**config.mk**
```make
export PLATFORM = sky130hd
export DESIGN_NAME = hht_ram
export DESIGN_NICKNAME = d
export VERILOG_FILES = /design/src/rtl/hht_ram.sv
export SDC_FILE = /design/constraint.sdc
export NUM_CORES = 1
export LEC_CHECK = 0
export BUFFER_PORTS_ARGS = -buffer_cell sky130_fd_sc_hd__clkbuf_2
export CORE_ASPECT_RATIO = 0.9
export CORE_MARGIN = 2
export CORE_UTILIZATION = 55
export DETAILED_ROUTE_END_ITERATION = 10
export HOLD_SLACK_MARGIN = 0.05
export PLACE_DENSITY = 0.73
export SLEW_MARGIN = 5
export SYNTH_ARGS = -nofsm -noshare
export SYNTH_HDL_FRONTEND = slang
export SYNTH_SLANG_ARGS = --single-unit
```
**constraint.sdc**
```tcl
create_clock -name clk -period 2.3 [get_ports clk]
set_input_delay 0.23 -clock clk [delete_from_list [all_inputs] [get_ports clk]]
set_output_delay 0.23 -clock clk [all_outputs]
set_load 0.02 [all_outputs]
```
**src/rtl/hht_ram.sv**
```systemverilog
module hht_ram #(
  parameter int WIDTH = 8,
  parameter int DEPTH = 16
) (
  input  logic                     clk,
  input  logic                     we,
  input  logic [$clog2(DEPTH)-1:0] waddr,
  input  logic [WIDTH-1:0]         wdata,
  input  logic [$clog2(DEPTH)-1:0] raddr,
  output logic [WIDTH-1:0]         rdata
);
  logic [WIDTH-1:0] mem [DEPTH];
  always_ff @(posedge clk) begin
    if (we) mem[waddr] <= wdata;
    rdata <= mem[raddr];
  end
endmodule

```
# Yosys cells after proc, flatten, opt, wreduce, memory -nomap -nowiden
# Memories as Yosys holds them, arrays and structs flattened. A register that Yosys moved wholly into a read port is not among the register bits.
# Index checks and enable logic that the tools add are counted.
totals:
  memories: 1
  register_bits: 0
  mem_bits_rw: 128
  input_bits: 18
  out_inout_bits: 8
op_classes:
  muxes: 2
mem_list:
  columns: ["memory", "depth", "word_bits", "read_ports", "rd_ports_with_merged_regs", "write_ports", "line", "rtl"]
  rows:
  - ["mem", 16, 8, 1, 1, 1, "12", "logic [WIDTH-1:0] mem [DEPTH];"]
ops:
  columns: ["cell", "n"]
  rows:
  - ["1-bit 2-to-1 mux", 2]

# Logic depth before layout (Yosys ltp)
# Gate-level depths: netlist of run 1.
depth:
  word_depth: 2
  depth_mapped: 5

# Worst setup path after synthesis of run 1
# Ideal clock, no wire load.
synth_timing:
  kind: "in2reg"
  start: "input port waddr[2]"
  end: "memory mem[0][0] (enable)"
  required_time_ps: 1917
  path_slack_ps: 577
  n_path_buf: 0
  stages: 2
  arrival_time_ps: 1340
  setup_ps: 383
  cell_sequence: "or3b_2 -> nor3_1"
synth_lines:
  columns: ["element", "line", "rtl"]
  rows:
  - ["start, declared", "7", "input logic [$clog2(DEPTH)-1:0] waddr,"]
  - ["end, declared", "12", null]
# Straight into the memory's write port.

==> results of run 1 <==
worst reg2reg max path, cell delays in order (launching register included):
cell      delay, ps
edfxtp_1        370
mux4_1          500
a22oi_1         300
nand2_1         100
kinds of logic (layout without fill, tap and decap cells):
group	Yosys count	count (layout)	share of synthesized area [%]
flip-flops	136	136	77.78
multiplexers	32	32	15.02
AND/OR/NAND/NOR	35	35	3.184
buffers and inverters	10	75	1.677
AO/OA/AOI/OAI	16	16	2.334
Yosys cell counts:
| cell | instances |
|---|---|
| edfxtp_1 | 128 |
| mux4_2 | 18 |
| a22oi_1 | 16 |
| mux4_1 | 14 |
| nor2_1 | 13 |
| nand2_1 | 9 |
| dfxtp_1 | 8 |
| nor3_1 | 4 |
| buf_2 | 3 |
| buf_6 | 3 |
| clkdlybuf4s25_2 | 3 |
| nand2b_1 | 2 |
| nand3b_1 | 2 |
| and2_1 | 1 |
| and2b_1 | 1 |
| buf_4 | 1 |
| nand3_1 | 1 |
| nor2b_1 | 1 |
| or3b_2 | 1 |
metal layers:
metal	part of all wire, %	wire, um
met1	45	4362
met2	49	4750
met3	5.3	514
met4	1.3	129
met5	0	0
through the flow:
step / setup slack (ps) / instances
after floorplan: 577.1 / 229
after global placement: 628.5 / 384
after detailed placement: 595.7 / 384
after CTS: 915.8 / 416
after global routing: 847.3 / 416
final: 894.4 / 416
flip-flops by register name, summed over array words and instances, names as in the netlist:
signal and cells:
mem 128, rdata 8
power groups by stage:
stage                     Clock (W)  Sequential (W)  Combinational, W
final                       0.00287         0.00279          0.000267
after global routing        0.00301         0.00280          0.000289
after CTS                   0.00290         0.00279          0.000272
after detailed placement          0         0.00284          0.000271
after global placement            0         0.00284          0.000262
after floorplan                   0         0.00285          0.000141
worst paths after layout:
path	startpoint	end	slack [ps]	cells after the start
worst max register to register	mem[9][4]	rdata[4]	890	3
worst max-delay path	mem[9][4]	rdata[4]	890	3
worst min-delay path	wdata[7]	mem[13][7]	140	1
worst min register to register	mem[14][2]	rdata[2]	680	3
final cells by class:
class | instances | area, sq um | area share (%)
clock inverters | 13 | 202.7 | 3.305
well taps | 122 | 152.6 | 2.489
repair buffers | 43 | 285.3 | 4.651
multi-input cells | 83 | 1057 | 17.24
flip-flops and latches | 136 | 4004 | 65.28
clock buffers | 19 | 431.7 | 7.038
==> run metrics, run 1 <==
Worst-Skew Late Latency 510 ps; Post-Synthesis Cells between 200 and 250; sequential cell fraction of total power 47.1%; pin count of the biggest net entering global routing 33; setup_tns 0 ps; Max Transition Viols Final 0; WP data required 2680 ps; most frequent cells in the layout edfxtp_1 (128), clkbuf_2 (25), mux4_2 (18); Setup crit start kind flip-flop; final core occ 67.22%; worst slew pin tran 712.8 ps; post-route cell area 6133 sq um; outcome complete, no violations; Fmax 0.7114 GHz; Yosys top cell area share 74.67%; core area 9125 sq um; Antenna Nets Post-Route 0; Synth Warn # 0; Final setup viols 0; clock share of power 48.4%; fill cell count 584; Avg Cell Area, Syn 22.48 sq um; die width roughly 110 um; Worst VDD drop 0.4143 mV; crit-path max FO 1; antenna violations before repair 0; crit path kind reg -> reg; diode count 0; CTS root buf clkbuf_8; M3 GR Usage 5.890%; Setup crit end kind flip-flop; number of buffers added on ports 25; M1 GR Usage between 20% and 30%; DR vias/cell 5.861; synth top area cells edfxtp_1 (75%), mux4_2 (7.9%), mux4_1 (7.1%); Power Internal 0.004774 W; initial core utilization 56.41%; Critical Path Slowest Stage Cell mux4_1; Post-DP Area 5499 sq um; pwr/cell area 966.3 nW/um^2; RSZ-0062 raised after global routing false; synth unique cells 19; Pwr Total approximately 0.0059 W; first-pass iteration count of the detailed router 4; Area Growth Syn to Fin 19.15%; H-tree depth 4; Comb power frac around 4.5%; drc violations 0; Syn Nets about 250; minimum clock period after layout about 1400 ps; Initial DRC Count 134; share of post-route cells with drive strength above 1 between 30% and 40%; Seq/Total Area, Yosys 77.78%; die area 10150 sq um; placed wire-length estimate 5909 um; cell family with most CP delay multiplexers; cts hold-fix bufs 0; die height 95.78 um; Rel. slew slack 52.38%; routed len/inst roughly 23 um; CP arrival 1780 ps; final WL 9756 um; global-route wire length before repair approximately 15000 um; Critical Path Max Stage Delay 500 ps; layer with the highest usage met2; GPL Wtd Cong between 0.7 and 0.8; Clk pin slew, worst setup/hold paths about 60 ps; NetSw between 0.001 and 0.0015 W; Cell Area, Synth 5147 sq um; global route total overflow 0; DR vias 2438; vias in the first global route 2505; Switching Fraction 19.44%; Hold/Removal Path Class in -> reg; setup bufs post-CTS 0; Final #Nets 299; Final period util 61.11%; crit-path cells mux4_1 > a22oi_1 > nand2_1; leakage power 2.112 nW; Site Rows 33; Hold Vio Cnt, Final 0; leading cell type in the layout, fill and taps excluded edfxtp_1; met2 Usage GRT 32.96%; CTS max path bufs 2; CTS Buf Count 17; MaxCap Viol Count 0; area leader, netlist edfxtp_1; CTS tree built; Max Clock Skew 12.40 ps; Clock Sink Count 136; Yosys reg bits 136; Hold Slack 140.6 ps; Global Route Usage Sum 21.12%; IO Pins 26; WP buf/inv 0; Post-CTS Resized 0
Note: power is estimated with default switching activity, not from simulation.
==> run 2: changes to the inputs <==
- clock period: 2.3 -> 1.42 ns (I/O delays scaled with it)
==> run 2 against run 1 <==
  * First-iteration DRC count is 60% higher
  * Clock skew decreased by 3.1 ps
  * Global-route usage up 1.4 points
  * Critical path type unchanged
==> run metrics, run 2 (synthesis gave the netlist of run 1 again) <==
worst slew pin tran 868.4 ps; leakage power roughly 2.1 nW; placed wire-length estimate 6565 um; global-route wire length before repair 15530 um; Max Clock Skew 9.260 ps; final WL 10200 um; antenna violations before repair 0; Antenna Nets Post-Route 0; Area Growth Syn to Fin 19.93%; Routed met3 length 769 um; minimum clock period after layout 1367 ps; Setup crit start kind flip-flop; Place WS -205.2 ps; CTS root buf clkbuf_8; share of post-route cells with drive strength above 1 35.08%; outcome complete, no violations; Hold Vio Cnt, Final 0; leading cell type in the layout, fill and taps excluded edfxtp_1; Initial DRC Count between 200 and 250; IO Pins 26; H-tree depth 4; CTS max path bufs 2; first-pass iteration count of the detailed router 5; max layer used met4; Final setup viols 0; pin count of the biggest net entering global routing 17; Final period util between 90% and 100%; Fmax 0.7316 GHz; met2 wire length around 5200 um; die width approximately 110 um; Max Transition Viols Final 0; Global Route Usage Sum a little under a quarter; DR vias 2505; setup bufs post-CTS 0; pwr/cell area 1482 nW/um^2; core area 9125 sq um; Critical Path Max Stage Delay around 520 ps; min setup slack post-route 53.13 ps; crit-path cells mux4_1 > a22oi_2 > nand2_1; drc violations 0; Rel. slew slack 41.99%; WP data required about 1800 ps; diode count 0; RSZ-0062 raised after global routing false; Worst-Skew Late Latency 510 ps; vias in the first global route approximately 2700; Most flops, register mem; crit-path max FO 1; MaxCap Viol Count 0; Clk pin slew, worst setup/hold paths 60 ps; die area 10150 sq um; CP arrival 1760 ps; Hold/Removal Path Class in -> reg; initial core utilization 56.41%; WL met1 4162 um; global route total overflow 0; Worst VDD drop slightly below 1 mV; Site Rows 33; Pwr Total just over 0.009 W; routed len/inst 23.88 um; DR vias/cell between 5 and 6; Clock Sink Count between 100 and 150; Setup crit end kind flip-flop; CTS tree built; most frequent cells in the layout edfxtp_1 (128), clkbuf_2 (25), buf_4 (25); Post-DP Area 5592 sq um; biggest regs mem: 128 flops, rdata: 8 flops; post-route cell area 6173 sq um; setup_tns 0 ps; max reg flops 128; Critical Path Slowest Stage Cell mux4_1; final core occ 67.65%; GPL Wtd Cong 0.7596; Final #Nets 310; die height 95.78 um; CTS Buf Count 17; number of buffers added on ports 25; crit path kind reg -> reg
run 2: cell types whose count changed in the layout (fill, tap and decap cells not counted), sizes merged:
cell,before,now
bufinv,5,2
buf,18,28
clkbuf,44,43
dlygate4sd3,0,1
clkinvlp,1,2
clkinv,7,6
inv,0,4
run 2: layer usage:
layer / vias up / global-route usage (%)
li1: 1105 / -
met1: 1286 / 30.31
met2: 104 / 36.72
met3: 10 / 6.635
met4: 0 / 6.469
met5: - / 0
run 2: critical path, delay by kind of cell, from the launching register on:
family	cells	cell delay [ps]
AND/OR/NAND/NOR	1	70
AO/OA/AOI/OAI	1	280
flip-flops	1	380
multiplexers	1	520
run 2: through the flow:
step                hold slack [ps]  cells
floorplan                     240.9    229
global placement              557.5    394
detailed placement            561.4    394
CTS                           50.85    427
global route                  58.14    427
finish                        59.02    427
run 2: layout make-up:
cell class,instances,area (sq um)
Fill cell,576,2952
Tap cell,122,152.6
Timing Repair Buffer,54,382.9
Clock buffer,18,417.9
Multi-Input combinational cell,83,1069
Sequential cell,136,4004
Clock inverter,14,147.6
run 2: path summary, 6_finish.rpt:
kind              start   endpoint  slack, ps  cells after the start
min            wdata[2]  mem[0][2]         60                      1
max reg2reg   mem[9][4]   rdata[4]         50                      3
min reg2reg  mem[12][2]   rdata[2]        670                      3
max           mem[9][4]   rdata[4]         50                      3
run 2: what timing repair did:
action / 4_1_cts / 5_1_grt
resized for setup: 1 / 2
hold buffers: 1 / 0
setup endpoints to repair: 1 / 1
hold endpoints to repair: 16 / 0
run 2: power breakdown:
group | internal (W) | total [W] | switching (W)
logic | 0.000203 | 0.000476 | 0.000273
registers | 0.00449 | 0.00452 | 0.0000297
clock network | 0.00251 | 0.00416 | 0.00165
total | 0.00720 | 0.00915 | 0.00195
==> run 3: changes to the inputs <==
- ABC_AREA: unset -> 1
- PLACE_DENSITY: 0.73 -> 0.72
==> run 3 against run 2 <==
  * Synthesized area rose by 12%
  * Largest power group unchanged
  * Power rose by 5.3%
  * Global-route usage rose by 2.1 points
  * Critical path depth fell by 2
  * Count of clock-buffer cells in the layout did not move
  * Final cell count rose by 72%
  * Combinational power rose by 25%
  * First-iteration DRC count rose by 120%
  * Via count rose by 53%
  * Register-to-register slack improved by 330 ps
  * Wire length rose by 27%
  * Clock power rose by 8.7%
  * Highest routed layer unchanged
==> run metrics, run 3 <==
CP startpoint rdata[1]; CP arrival a little over 1000 ps; Max Transition Viols Final 0; Clock Sink Count approximately 140; Rel. slew slack 71.97%; Synth Warn # 0; Hold Slack between 100 and 150 ps; leakage power 2.956 nW; Hold/Removal Path Class in -> reg; top-count cell post-synth nand2_1; area of the multi-input gates 1214 sq um; leading cell type in the layout, fill and taps excluded nand2_1; DR vias/cell 5.227; RR Endpoint rdata[7]; Max Clock Skew 6.620 ps; Setup crit end kind primary output; setup bufs post-CTS 0; Setup crit start kind flip-flop; Final setup viols 0; Antenna Nets Post-Route 0; WP data required 1280 ps; setup_tns 0 ps; EDFF count, synth roughly 130; crit-path max FO 1; area leader, netlist edfxtp_1; Yosys top cell area share ~67%; vias in the first global route between 3000 and 4000; most frequent cells in the layout nand2_1 (173), edfxtp_1 (128), inv_1 (100); worst hold path endpoint rdata[3]; GPL Wtd Cong 0.7898; global route total overflow 0; Place WS between 100 and 150 ps; MaxCap Viol Count 0; die height 101.1 um; synth top area cells edfxtp_1 (67%), nand2_1 (11%), nand3_1 (8.4%); FFs w/ async S/R, synth 0%; Most flops, register mem; max reg flops 128; Site Rows 35; Worst VDD drop 1.142 mV; Area Growth Syn to Fin 16.73%; Worst-Skew Late Latency 410 ps; pwr/cell area between 1000 and 1500 nW/um^2; share of post-route cells with drive strength above 1 between 10% and 20%; crit path kind reg -> out; outcome complete, no violations; core area slightly above 10000 sq um; register area around 4000 sq um; RR Startpoint mem[3][7]; number of buffers added on ports 25; RSZ-0062 raised after global routing false; fill cell count 753; initial core utilization 56.52%; Avg Cell Area, Syn 10.47 sq um; placed wire-length estimate 7655 um; Post-CTS Resized 0; Post-Synthesis Cells 551; Critical Path Slowest Stage Cell dfxtp_1; Global Route Usage Sum 24.69%; cell family with most CP delay flip-flops; cts hold-fix bufs 0; final WL 13000 um; ys flop type edfxtp_1; DR vias 3842; Critical Path Max Stage Delay 410 ps; Cell Area, Synth 5767 sq um; diode count 0; die area ~11000 sq um; Hold Vio Cnt, Final 0; Yosys reg bits 136; top post-synthesis cells by count nand2_1 (173), edfxtp_1 (128), inv_1 (100); IO Pins 26; Final period util about 80%; biggest regs mem: 128 flops, rdata: 8 flops; drc violations 0; first-pass iteration count of the detailed router 5; CTS tree built; WP buf/inv 1; CTS root buf clkbuf_16; Initial DRC Count 471; pin count of the biggest net entering global routing 65; H-tree depth 4; crit-path cells clkbuf_2; die width 111.9 um; Seq/Total Area, Yosys 69.43%; Final #Nets 612; CTS Buf Count 17; R2R setup slack 380 ps; worst hold start raddr[3]; Syn Nets approximately 570; FF-to-FF path depth 6; Fmax 0.8661 GHz; minimum clock period after layout 1155 ps; Hold Crit Depth 3; antenna violations before repair 0; min setup slack post-route 265.4 ps; routed len/inst approximately 18 um; synth unique cells 12; CTS max path bufs 2; global-route wire length before repair 20450 um; Clk pin slew, worst setup/hold paths 60 ps; worst slew pin tran around 420 ps
[run 3: tightest hold or removal path, cell delays in order]
cell	delay [ps]
clkbuf_2	190
nand3_1	120
nand2_1	50
[run 3: report_power, final]
| part | total, W | internal [W] | switching (W) |
|---|---|---|---|
| combinational | 0.000597 | 0.000178 | 0.000419 |
| clock | 0.00452 | 0.00292 | 0.00160 |
| sequential | 0.00452 | 0.00449 | 0.0000300 |
[run 3: per-stage QoR]
| step | cells | area [sq um] | util (%) | power, W |
|---|---|---|---|---|
| after floorplan | 551 | 5767 | - | 0.004942 |
| after global placement | 704 | 6122 | 60.00 | 0.005176 |
| after detailed placement | 704 | 6122 | 60.00 | 0.005192 |
| after CTS | 735 | 6731 | 65.97 | 0.009696 |
| after global routing | 735 | 6731 | 65.97 | 0.009943 |
| final | 735 | 6731 | 65.97 | 0.009633 |
[run 3: cells by family (layout without fill, tap and decap cells)]
kind of cell / count (synthesis) / in the layout / share of synthesized area, %
DFF: 136 / 136 / 69.43
buffers and inverters: 126 / 181 / 9.525
and+or+nand+nor: 289 / 289 / 21.05
[run 3: worst max-delay path by stage]
stage	endpoint	cells past startpoint
final	rdata[1]	1
after global routing	rdata[1]	1
after CTS	rdata[1]	1
after detailed placement	rdata[7]	8
after global placement	rdata[3]	9
after floorplan	mem[10][0]	2
[run 3: metal layers]
layer,GRT usage [%],up-vias,part of all wire [%]
met5,0,-,0
met3,6.523,12,9.5
met2,38.93,188,48
met1,34.34,1780,41
met4,7.880,0,2.0
li1,-,1862,-
[run 3: final cells by class]
type / instances / area share, %
clock buffers: 18 / 6.375
flip-flops and latches: 136 / 59.48
repair buffers: 48 / 5.353
well taps: 129 / 2.398
clock inverters: 13 / 2.677
inverters: 102 / 5.688
multi-input cells: 289 / 18.03
