--- src/rtl/hht_pkg.sv ---
package hht_pkg;
  localparam int TABLE_DEPTH  = 1024;
  localparam int NEIGHBORHOOD = 32;
  localparam int PROBE_LIMIT  = 250;
  localparam int IDX_W = $clog2(TABLE_DEPTH);
  localparam int CAP_W = IDX_W + 1;
  localparam int KEY_W = 64;
  localparam int VAL_W = 32;
  localparam int ENT_W = 1 + KEY_W + VAL_W + IDX_W;

  localparam logic [1:0] ACT_INSERT = 2'd0;
  localparam logic [1:0] ACT_LOOKUP = 2'd1;
  localparam logic [1:0] ACT_REMOVE = 2'd2;
  localparam logic [1:0] ACT_NONE   = 2'd3;

  localparam logic [2:0] ST_INSERTED      = 3'd0;
  localparam logic [2:0] ST_UPDATED       = 3'd1;
  localparam logic [2:0] ST_FOUND         = 3'd2;
  localparam logic [2:0] ST_REMOVED       = 3'd3;
  localparam logic [2:0] ST_NOT_FOUND     = 3'd4;
  localparam logic [2:0] ST_FULL          = 3'd5;
  localparam logic [2:0] ST_NO_FREE       = 3'd6;
  localparam logic [2:0] ST_DISPLACE_FAIL = 3'd7;

  typedef struct packed {
    logic [1:0]       action;
    logic [KEY_W-1:0] key_bytes;
    logic [VAL_W-1:0] value_in;
  } req_t;

  typedef struct packed {
    logic [2:0]       status;
    logic [VAL_W-1:0] value_out;
    logic [CAP_W-1:0] occupancy;
  } rsp_t;

  typedef struct packed {
    logic             vld;
    logic [KEY_W-1:0] key;
    logic [VAL_W-1:0] val;
    logic [IDX_W-1:0] home;
  } ent_t;
endpackage

--- src/rtl/hht_hash.sv ---
// sdbm hash, one byte per cycle, then modulo by restoring division, one bit per cycle.
module hht_hash
  import hht_pkg::*;
(
  input  logic             clk,
  input  logic             rst_n,
  input  logic             start,
  input  logic [KEY_W-1:0] key,
  input  logic [CAP_W-1:0] cap,
  output logic             done,
  output logic [IDX_W-1:0] home
);
  typedef enum logic [1:0] {H_IDLE, H_HASH, H_MOD} hstate_t;
  hstate_t     st_r;
  logic [63:0] h_r, q_r;
  logic [CAP_W-1:0] rem_r;
  logic [6:0]  cnt_r;
  logic [KEY_W-1:0] k_r;
  logic [7:0]  b;
  logic [CAP_W:0] trial;

  assign b     = k_r[7:0];
  assign trial = {rem_r, q_r[63]};

  always_ff @(posedge clk) begin
    if (!rst_n) begin
      st_r <= H_IDLE;
      done <= 1'b0;
    end else begin
      done <= 1'b0;
      case (st_r)
        H_IDLE: if (start) begin
          k_r <= key; h_r <= '0; cnt_r <= '0; st_r <= H_HASH;
        end
        H_HASH: begin
          if (b == 8'd0 || cnt_r == 7'd8) begin
            q_r <= h_r; rem_r <= '0; cnt_r <= '0; st_r <= H_MOD;
          end else begin
            h_r   <= {56'd0, b} + (h_r << 6) + (h_r << 16) - h_r;
            k_r   <= k_r >> 8;
            cnt_r <= cnt_r + 7'd1;
          end
        end
        H_MOD: begin
          q_r <= q_r << 1;
          if (trial >= {1'b0, cap}) rem_r <= CAP_W'(trial - {1'b0, cap});
          else rem_r <= trial[CAP_W-1:0];
          cnt_r <= cnt_r + 7'd1;
          if (cnt_r == 7'd63) begin
            st_r <= H_IDLE; done <= 1'b1;
          end
        end
        default: st_r <= H_IDLE;
      endcase
    end
  end
  assign home = rem_r[IDX_W-1:0];
endmodule

--- config.mk ---
export PLATFORM = sky130hd
export DESIGN_NAME = hht_hash
export DESIGN_NICKNAME = d
export VERILOG_FILES = /design/src/rtl/hht_pkg.sv /design/src/rtl/hht_hash.sv
export SDC_FILE = /design/constraint.sdc
export NUM_CORES = 1
export LEC_CHECK = 0
export ABC_AREA = 1
export CORE_MARGIN = 8
export CORE_UTILIZATION = 55
export CTS_CLUSTER_SIZE = 8
export DETAILED_ROUTE_END_ITERATION = 8
export DONT_BUFFER_PORTS = 1
export PLACE_DENSITY_LB_ADDON = 0.08
export SLEW_MARGIN = 30
export SYNTH_ARGS = -nofsm -noshare
export SYNTH_HDL_FRONTEND = slang
export SYNTH_SLANG_ARGS = --single-unit
--- constraint.sdc ---
create_clock -name clk -period 8.72 [get_ports clk]
set_clock_uncertainty 0.15 [all_clocks]
set_input_delay 0.436 -clock clk [delete_from_list [all_inputs] [get_ports clk]]
set_output_delay 0.436 -clock clk [all_outputs]
set_load 0.02 [all_outputs]
; ---- After elaboration in Yosys (flattened, before gate mapping)
; Cells that the tools add are included.
[word_totals]
input_bits = 78
output_inout_bits = 11
reg_bits = 213
wordCells = 51
[classes]
n_lt_le_gt_ge = 1
eq_ne = 8
n_reduce_logical = 11
muxes = 19
addsub = 5
[ops]
columns = cell, count
row1 = one-hot mux 64 bit (2 select lines), 3
row2 = 2-to-1 mux 64 bit, 5
row3 = adder 64 bit, 1
row4 = adder 8 x 64 -> 64 bit, 1
row5 = subtractor 64 bit, 1
row6 = 2-to-1 mux 11 bit, 2
row7 = one-hot mux 11 bit (2 select lines), 1
row8 = one-hot mux 7 bit (3 select lines), 1
row9 = 2-to-1 mux 7 bit, 2
row10 = >= comparator 12 x 11 -> 1 bit, 1
row11 = subtractor 11 bit, 1
row12 = AND reduction 3 bit, 3
row13 = zero test 8 bit, 1
row14 = "inequality test 2 bit, second input constant", 4
row15 = "adder 7 x 1 -> 7 bit, second input constant", 1
row16 = "== test 7 x 4 -> 1 bit, second input constant", 1
row17 = "== test 7 x 6 -> 1 bit, second input constant", 1
row18 = 2-to-1 mux 2 bit, 3
row19 = one-hot mux 2 bit (3 select lines), 1
row20 = AND reduction 4 bit, 1
row21 = nonzero test 2 bit, 2
row22 = nonzero test 3 bit, 1
row23 = "== test 2 x 1 -> 1 bit, second input constant", 1
row24 = "== test 2 bit, second input constant", 1
row25 = 4 further kinds, 4

; ---- Logic depth before layout (Yosys ltp)
; Gate-level depths: netlist of the first run.
[depth]
ltp_word = 5
mapped_depth = 18
ltp_nobuf = 18

; ---- Least setup slack after synthesis of the first run
; No wires, ideal clock.
[synth_path]
path_type = register to register
from = reg st_r[1]
to = reg h_r[0] (enable)
setup_ns = 0.658
path_slack_ns = 0.506
arrival_ns = 7.406
n_path_buf = 2
stages_incl_launch_ff = 8
period_less_slack_ns = 8.214
cell_sequence = dfxtp_1 inv_1 ha_1 clkbuf_1 inv_2 clkbuf_1 nand2_1 a21oi_1
[synth_between]
elab_chain_len = 3
elab_cells_between_ends = 6
classes_between = eq/ne (3) / reduce/logical (3)
[synth_lines]
columns = element, line_no
row1 = from (decl), hht_hash.sv:14  ; hstate_t st_r;
row2 = from (signal assigned), hht_hash.sv:27  ; st_r <= H_IDLE;
row3 = from (signal assigned), hht_hash.sv:33  ; k_r <= key; h_r <= '0; cnt_r <= '0; st_r <= H_HASH;
row4 = from (signal assigned), hht_hash.sv:37  ; q_r <= h_r; rem_r <= '0; cnt_r <= '0; st_r <= H_MOD;
row5 = == test 2 x 1 -> 1 bit / zero test 2 bit (equally long branches), hht_hash.sv:31  ; case (st_r)
row6 = inequality test 2 bit (no line) / nonzero test 2 bit (equally long branches), -
row7 = AND reduction 4 bit (no line) *, -
row8 = to (signal assigned), hht_hash.sv:39  ; h_r <= {56'd0, b} + (h_r << 6) + (h_r << 16) - h_r;
row9 = to (decl), hht_hash.sv:15  ; logic [63:0] h_r, q_r;
; Every way passes the cells marked *; elsewhere a longest branch is shown, timed or not.
; A chain may end at the register's enable or synchronous reset.

; ---- Final worst setup path of the first run
[layout_path]
from = reg st_r[1]
to = reg k_r[57] (enable)
[layout_between]
elab_chain_len = 3
elab_cells_between_ends = 6
classes_between = eq/ne (3) / reduce/logical (3)
[layout_lines]
columns = element, line_no
row1 = == test 2 x 1 -> 1 bit / zero test 2 bit (equally long branches), hht_hash.sv:31
row2 = inequality test 2 bit (no line) / nonzero test 2 bit (equally long branches), -
row3 = AND reduction 4 bit (no line) *, -
row4 = to (signal assigned), hht_hash.sv:40  ; k_r <= k_r >> 8;
row5 = to (decl), hht_hash.sv:18  ; logic [KEY_W-1:0] k_r;
; Marks and branches as above.

==> results of run 1 <==
-- through the flow --
| step | util, % | instance area, um2 |
|---|---|---|
| floorplan | - | 16600 |
| global placement | 57.1 | 16900 |
| detailed placement | 57.2 | 16900 |
| CTS | 62.3 | 18500 |
| global route | 62.3 | 18500 |
| finish | 62.3 | 18500 |
-- kinds of logic after synthesis --
group                      count (synthesis)
DFF                                      213
xor gates and xnor gates                  14
AOI/OAI and AO/OA                        235
adders and majority gates                144
buffers and inverters                    554
and+or+nand+nor                         1126
-- flip-flops by register name, summed over array words and instances (netlist names) --
register and count:
q_r 64, rem_r 11, cnt_r 7, k_r 64, st_r 2, h_r 64, done 1
-- synth_stat cells, drive strengths merged, types with 3 or more instances --
master    n
clkbuf   25
nor2    170
nor3     13
nand3    72
a21oi   119
inv     506
o21a      5
ha       93
xor2      7
o21ai   100
nand2   838
and3      3
o21bai    6
fa       51
edfxtp  210
xnor2     7
dfxtp     3
and2      7
or2       3
nor4      3
buf      21
nand4    15
-- cell type report --
type	count	area share (%)
clock inverter	4	0.169
sequential	213	34.5
clock buffer	48	4.60
antenna	1	0.0135
multi-input combinational	1519	44.0
tap	390	2.64
timing repair buffer	72	3.85
inverter	508	10.3
-- worst max path at each step --
stage | start | slack (ps) | endpoint
2_1_floorplan | st_r[1] | 510 | h_r[0]
3_3_place_gp | st_r[1] | 4790 | h_r[34]
3_5_place_dp | st_r[1] | 4980 | h_r[12]
4_1_cts | st_r[1] | 4980 | k_r[57]
5_1_grt | st_r[1] | 4810 | h_r[28]
6_report | st_r[1] | 5050 | k_r[57]
-- cell usage in the layout (no fill, tap or decap), types with 15 or more instances in the layout --
cell type and n:
sky130_fd_sc_hd__nand2_1 819, sky130_fd_sc_hd__nand2_2 19, sky130_fd_sc_hd__ha_1 91, sky130_fd_sc_hd__nand4_1 15
sky130_fd_sc_hd__fa_1 51, sky130_fd_sc_hd__nand3_1 64, sky130_fd_sc_hd__edfxtp_1 210, sky130_fd_sc_hd__clkbuf_16 31
sky130_fd_sc_hd__clkbuf_1 16, sky130_fd_sc_hd__o21ai_0 98, sky130_fd_sc_hd__a21oi_1 117, sky130_fd_sc_hd__dlygate4sd3_1 65
sky130_fd_sc_hd__nor2_1 157, sky130_fd_sc_hd__inv_1 503
-- repair_timing --
action / in CTS / in global routing
gates resized for setup: 0 / 0
setup buffers: 0 / 0
hold endpoints to repair: 67 / 0
hold buffers: 65 / 0
-- worst reg2reg max path, cell delays in order, from the launching register on --
cell                      delay (ps)
sky130_fd_sc_hd__dfxtp_1         340
sky130_fd_sc_hd__inv_1           140
sky130_fd_sc_hd__ha_4            510
sky130_fd_sc_hd__buf_4           780
sky130_fd_sc_hd__nand2_1         290
sky130_fd_sc_hd__a21oi_4         400
sky130_fd_sc_hd__buf_6           640
-- layer usage --
metal	up-vias	wire, um	global-route usage, %
li1	7168	-	-
met4	0	1310	7.85
met1	6789	22500	39.4
met3	79	5070	6.94
met2	601	22500	44.3
met5	-	0	0
==> results by stage, run 1 <==
Setup path:
- The flop-to-flop setup slack is 5050 ps.
- STA puts the critical path data arrival time at 3700 ps.
- The number of buffer and inverter stages on the critical path is 3.
- The worst register-to-register path ends at k_r[57].
- The number of cells on the worst reg-to-reg path is 6.
- The slowest stage of the critical path belongs to the cell sky130_fd_sc_hd__buf_4.
- Counting buffers and inverters, the worst setup path is 6 cells deep.
- The largest fanout on the critical path is 87.
- The kind of cell adding the most delay to the critical path is buffers and inverters.
- STA classifies the critical path startpoint as a flop.
- On the worst path, the slowest cell contributes a delay of 770 ps.
- The reg-to-reg startpoint is st_r[1].
- The signal on the critical path passes through inv_1 -> ha_4 -> buf_4 -> nand2_1 -> a21oi_4 -> buf_6.
- STA classifies the critical path endpoint as a flop.
- The start-to-end type of the worst setup path is reg2reg.
- STA puts the critical path data required time at 8760 ps.

CTS:
- TritonCTS built the clock tree.
- The clock tree root buffer cell is sky130_fd_sc_hd__clkbuf_16.
- The clock-pin slew of the registers on the worst-case setup and hold paths is 50 ps.
- The clock buffer count from CTS is 31.
- The clock passes through at most 3 buffers.
- At the later pin of the worst-skew pair, clock insertion delay measures 570 ps.
- The H-tree depth is 1.
- The clock drives 213 sinks.

STA:
- The highest clock rate is 0.273 GHz.
- The final setup violation count is 0.
- In this run the tightest slew margin relative to its limit is 41.3%.
- At the pin with the least slew margin, the transition time is 881 ps.
- The number of endpoints with negative hold slack in the final report was 0.
- The final critical path takes up 42.0% of the cycle.
- Hold timing on the final database bottoms out at a slack of 90.4 ps.
- For the finished layout, the period the worst path requires is 3670 ps.
- For the final routed database, the setup TNS stands at 0 ps.
- The total count of max-transition violations in the final report came to 0.
- The worst path meets setup with 5050 ps of slack.
- Setup repair after global routing left no endpoint under its margin.

Route:
- The routed design has 51400 um of wire.
- After detailed routing, the average wire length per cell comes to 18.6 um.
- The detailed-route vias per instance is 5.31.
- The via count is 14600.
- The first TritonRoute pass finished after 5 iterations.
- The number of nets still failing antenna checks after routing is 0.
- For this block, the initial DRC count from the detailed router was 1616.
- The DRC violation count after routing is 0.

Placed design:
- Prior to clock tree synthesis, the placed netlist has a worst setup slack of 4980 ps.
- Port buffering added 0 buffers.
- In this run, placement finished with an instance count of 2637.
- The weighted congestion at the end of routability-driven global placement is 0.966.
- After legalization and detailed placement, the total HPWL measured 40400 um.

Die:
- The number of placement rows is 63.
- The initial standard-cell utilization of the core is 55.9%.
- The die area is 35900 um2.
- The floorplan step set the die width to 190 um.
- From bottom edge to top edge, the die measures 190 um.
- The top-level port count is 89.
- After floorplanning, the core was sized to cover 29600 um2.

Final layout:
- Across the whole layout, storage elements account for 6370 um2.
- The number of filler cells placed in the layout is 2755.
- The final cell count without fillers is 2755.
- Summing all multi-input logic gate instances after layout gives 8120 um2.
- The relative area change from synthesis to final layout is 11.5%.
- The final layout contains 2567 nets.
- In the final layout, the share of cells above drive strength 1 is 3.81%.

Global routing:
- Global routing finished with a remaining overflow of 0.
- The aggregate global-route resource usage is 28.5%.
- The pin count of the biggest net entering global routing is 120.
- The number of antenna violations at the first check in global routing is 0.
- The wire length of the first global-routing pass is 79100 um.
- The number of global-route vias before repair is 14100.

Synth:
- Dividing the synthesized area by the synthesized cell count gives 7.25 um2.
- The fraction of post-synthesis cell area in the top cell type by area is 38.1%.
- The portion of synthesized area spent on multiplexers is 0%.
- After synthesis, the cell types taking the most area are sky130_fd_sc_hd__edfxtp_1 38%, sky130_fd_sc_hd__nand2_1 19%, sky130_fd_sc_hd__inv_1 11%.
- The number of standard cells after synthesis is 2286.
- The warning count from the yosys run is 0.
- By area, the combinational part of the netlist is dominated by simple AND/OR/NAND/NOR gates.
- The number of distinct library cells after synthesis is 41.
- The xor and xnor fraction of the mapped netlist area is 0.740%.
- For this run, asynchronously set or reset flops after synthesis account for 0%.
- The compound-cell area share of the yosys netlist is 7.36%.
- The simple logic cell fraction of the synthesized area is 27.5%.
- The post-synth net total is 2508.
- The register bit total from synthesis is 213.
- The synthesized design spends more area on one cell type than any other, namely sky130_fd_sc_hd__edfxtp_1.
- The sequential cell area fraction in the yosys report is 38.4%.
- After Yosys synthesis, full adders, half adders and majority gates account for 13.2% of the synthesized area.
- In this run the cell area of the synthesized design comes to 16600 um2.
- Yosys mapped a number of flops with a built-in enable equal to 210.
- The most used flip-flop cell after synthesis is sky130_fd_sc_hd__edfxtp_1.

Worst hold path:
- The destination of the worst hold path is rem_r[0].
- The class of the tightest hold or removal check is in2reg.
- The number of cells on the worst hold path is 2.
- The hold path startpoint is cap[0].

Job:
- The number of violations of the max-capacitance limit is 0.

Status:
- The run finished with clean final reports.
Power of run 1 is left out: the tool's default activity adds up to more than one toggle a clock period on the data nets, which glitch-free logic cannot reach.
==> run 2: changes to the inputs <==
- clock period: 8.72 -> 3.1 ns (I/O delays scaled with it)
==> results by stage, run 2 (synthesis results as in run 1) <==
Final layout:
- From synthesis to final layout, the design area changed by 27.1%.
- The post-route cell area is 21000 um2 (+14%).
- The number of nets in the layout was 2745 (+6.9%).
- The share of post-route cells with drive strength above 1 came to 20.5% (+17 points).
- In the layout the commonest cells are 740 x sky130_fd_sc_hd__nand2_1, 460 x sky130_fd_sc_hd__inv_1, 210 x sky130_fd_sc_hd__edfxtp_1.
- The most common cell after layout, fill and taps aside is sky130_fd_sc_hd__nand2_1.
- In the final layout, the registers with the most flip-flops are h_r (64), k_r (64), q_r (64).
- The number of filler cells placed in the layout came to 2438 (-12%).

Placed design:
- The detailed placement HPWL was 40300 um (-0.30%).
- The count of input and output buffers was 0 (unchanged).
- The weighted congestion at the end of routability-driven global placement is 1.04 (+7.4%).
- The area of placed instances was 18000 um2 (+6.4%).
- The worst setup slack before clock tree synthesis is -310 ps (-5290 ps).

Worst hold path:
- The class of the tightest hold or removal check is in2reg.

STA:
- The relative slew slack came to 50.2% (+9.0 points).
- The final period demand of the worst path is 3110 ps (-556 ps).
- The final setup violation count is 1 (+1).
- The setup slack after layout is -8.76 ps (-5060 ps).
- The total count of max-transition violations in the final report is 0 (unchanged).
- The number of endpoints with negative hold slack in the final report is 0 (unchanged).
- The part of the cycle the worst path needs is 100% (+58 points).
- Setup repair after global routing could not meet its margin everywhere.
- The slew at the pin closest to its max-slew limit is 746 ps (-135 ps).
- The highest clock rate is 0.322 GHz (+18%).

Job:
- The number of violations of the max-capacitance limit was 0 (unchanged).

CTS:
- CTS placed an instance of sky130_fd_sc_hd__clkbuf_16 at the clock tree root.
- The total clock sinks is 213 (unchanged).
- The largest buffer count on any clock path is 3 (unchanged).
- The clock buffer count from CTS is 31 (unchanged).
- The clock tree from TritonCTS is built.
- The H-tree depth came to 1 (unchanged).
- The insertion delay of the later-clocked pin in the worst-skew pair came to 570 ps (about the same).
- The clock-pin slew of the registers on the worst-case setup and hold paths is 60 ps (about the same).

Route:
- The average detailed-routed wire length per instance is 18.4 um (-1.2%).
- The count of routing violations after the opening detailed-route iteration came to 1343 (-17%).
- The total iterations of the first detailed-routing run is 6 (+1).
- The DRC violation count after routing is 0 (unchanged).
- The detailed-route vias per instance is 5.28 (-0.59%).
- The detailed-route wire length was 53900 um (+5.0%).
- The number of nets still failing antenna checks after routing is 0 (unchanged).
- The via count is 15500 (+5.7%).

Global routing:
- The wire length of the first global-routing pass came to 81200 um (+2.6%).
- The number of global-route vias before repair is 14900 (+5.5%).
- The pin count of the biggest net entering global routing is 81 (-33%).
- The aggregate global-route resource usage is 29.1% (+0.62 points).
- The residual overflow from global routing is 0 (unchanged).
- The number of antenna violations at the first check in global routing is 1 (+1).

Die:
- The top-level port count is 89 (unchanged).
- The die area is 35900 um2 (unchanged).
- The core area is 29600 um2 (unchanged).
- The initial standard-cell utilization of the core is 55.9% (unchanged).
- The number of placement rows was 63 (unchanged).
- The vertical extent of the die is 190 um (unchanged).
- The width of the chip came to 190 um (unchanged).

Setup path:
- The largest fanout on the critical path is 4 (-95%).
- The worst setup path is captured at a flop.
- The startpoint type of the worst setup path is a flop.
- The critical path data arrival time is 3280 ps (-420 ps).
- The critical path is of the reg2reg type.
- The required time reported for the critical path endpoint is 3270 ps (-5490 ps).

Status:
- The run finished, with violations left.
- The checks that failed: setup timing.
[run 2: changes by cell type in the layout (fill, tap and decap cells not counted), moves of 26 or more]
cell	delta
sky130_fd_sc_hd__a21oi_1	-32
sky130_fd_sc_hd__a21oi_2	+29
sky130_fd_sc_hd__buf_4	+159
sky130_fd_sc_hd__ha_1	-39
sky130_fd_sc_hd__ha_4	+26
sky130_fd_sc_hd__inv_1	-43
sky130_fd_sc_hd__inv_2	+38
sky130_fd_sc_hd__nand2_1	-79
sky130_fd_sc_hd__nand2_2	+66
sky130_fd_sc_hd__nor2_1	-46
[run 2: layout make-up]
cell class,instances,area (um2),area share (%)
antenna,2,5.00,0.0238
multi-input combinational,1519,9270,44.0
sequential,213,6370,30.3
tap,390,488,2.32
clock inverter,3,32.5,0.155
inverter,508,1930,9.15
timing repair buffer,250,2140,10.2
clock buffer,43,821,3.90
[run 2: metrics by stage]
step | std cells | TNS [ps] | hold WS [ps] | utilization (%)
6_report | 2928 | -8.76 | 34.2 | 71.0
5_1_grt | 2928 | -1390 | 62.3 | 71.0
4_1_cts | 2902 | -62.7 | 13.4 | 67.0
3_5_place_dp | 2775 | -4820 | 164 | 60.8
3_3_place_gp | 2775 | -4780 | 150 | 60.8
2_1_floorplan | 2286 | -112110 | 136 | -
[run 2: metal layers]
layer	vias to the layer above	global-route usage (%)	part of all wire [%]
li1	7523	-	-
met1	7188	36.4	39
met2	608	49.7	48
met3	146	4.12	7.4
met4	0	13.0	5.2
met5	-	0	0
[run 2: final timing paths]
| check | slack [ps] | cells past startpoint | endpoint | from |
|---|---|---|---|---|
| worst max-delay path | -9 | 14 | h_r[59] | h_r[22] |
| worst min-delay path | 30 | 4 | rem_r[3] | cap[3] |
| worst max register to register | -9 | 14 | h_r[59] | h_r[22] |
| worst min register to register | 360 | 2 | k_r[29] | k_r[37] |
[run 2: worst max-delay path, cell delays in order (launching register included)]
cell,delay [ps]
sky130_fd_sc_hd__edfxtp_1,500
sky130_fd_sc_hd__buf_6,170
sky130_fd_sc_hd__fa_1,550
sky130_fd_sc_hd__inv_2,60
sky130_fd_sc_hd__ha_4,310
sky130_fd_sc_hd__nand2_4,80
sky130_fd_sc_hd__nor2_4,200
sky130_fd_sc_hd__buf_4,150
sky130_fd_sc_hd__nand2_2,70
sky130_fd_sc_hd__inv_2,80
sky130_fd_sc_hd__nand3_1,90
sky130_fd_sc_hd__nand2_2,160
sky130_fd_sc_hd__nand2_1,100
sky130_fd_sc_hd__a21oi_1,130
sky130_fd_sc_hd__nor2_1,60
[run 2: repair_timing]
action,in CTS,in global routing
endpoints found under the setup margin,40,49
pin swaps,6,42
buffers inserted,7,25
hold buffers,74,0
hold endpoints to repair,82,0
gates resized for setup,61,268
Power of run 2 is left out for the same reason.
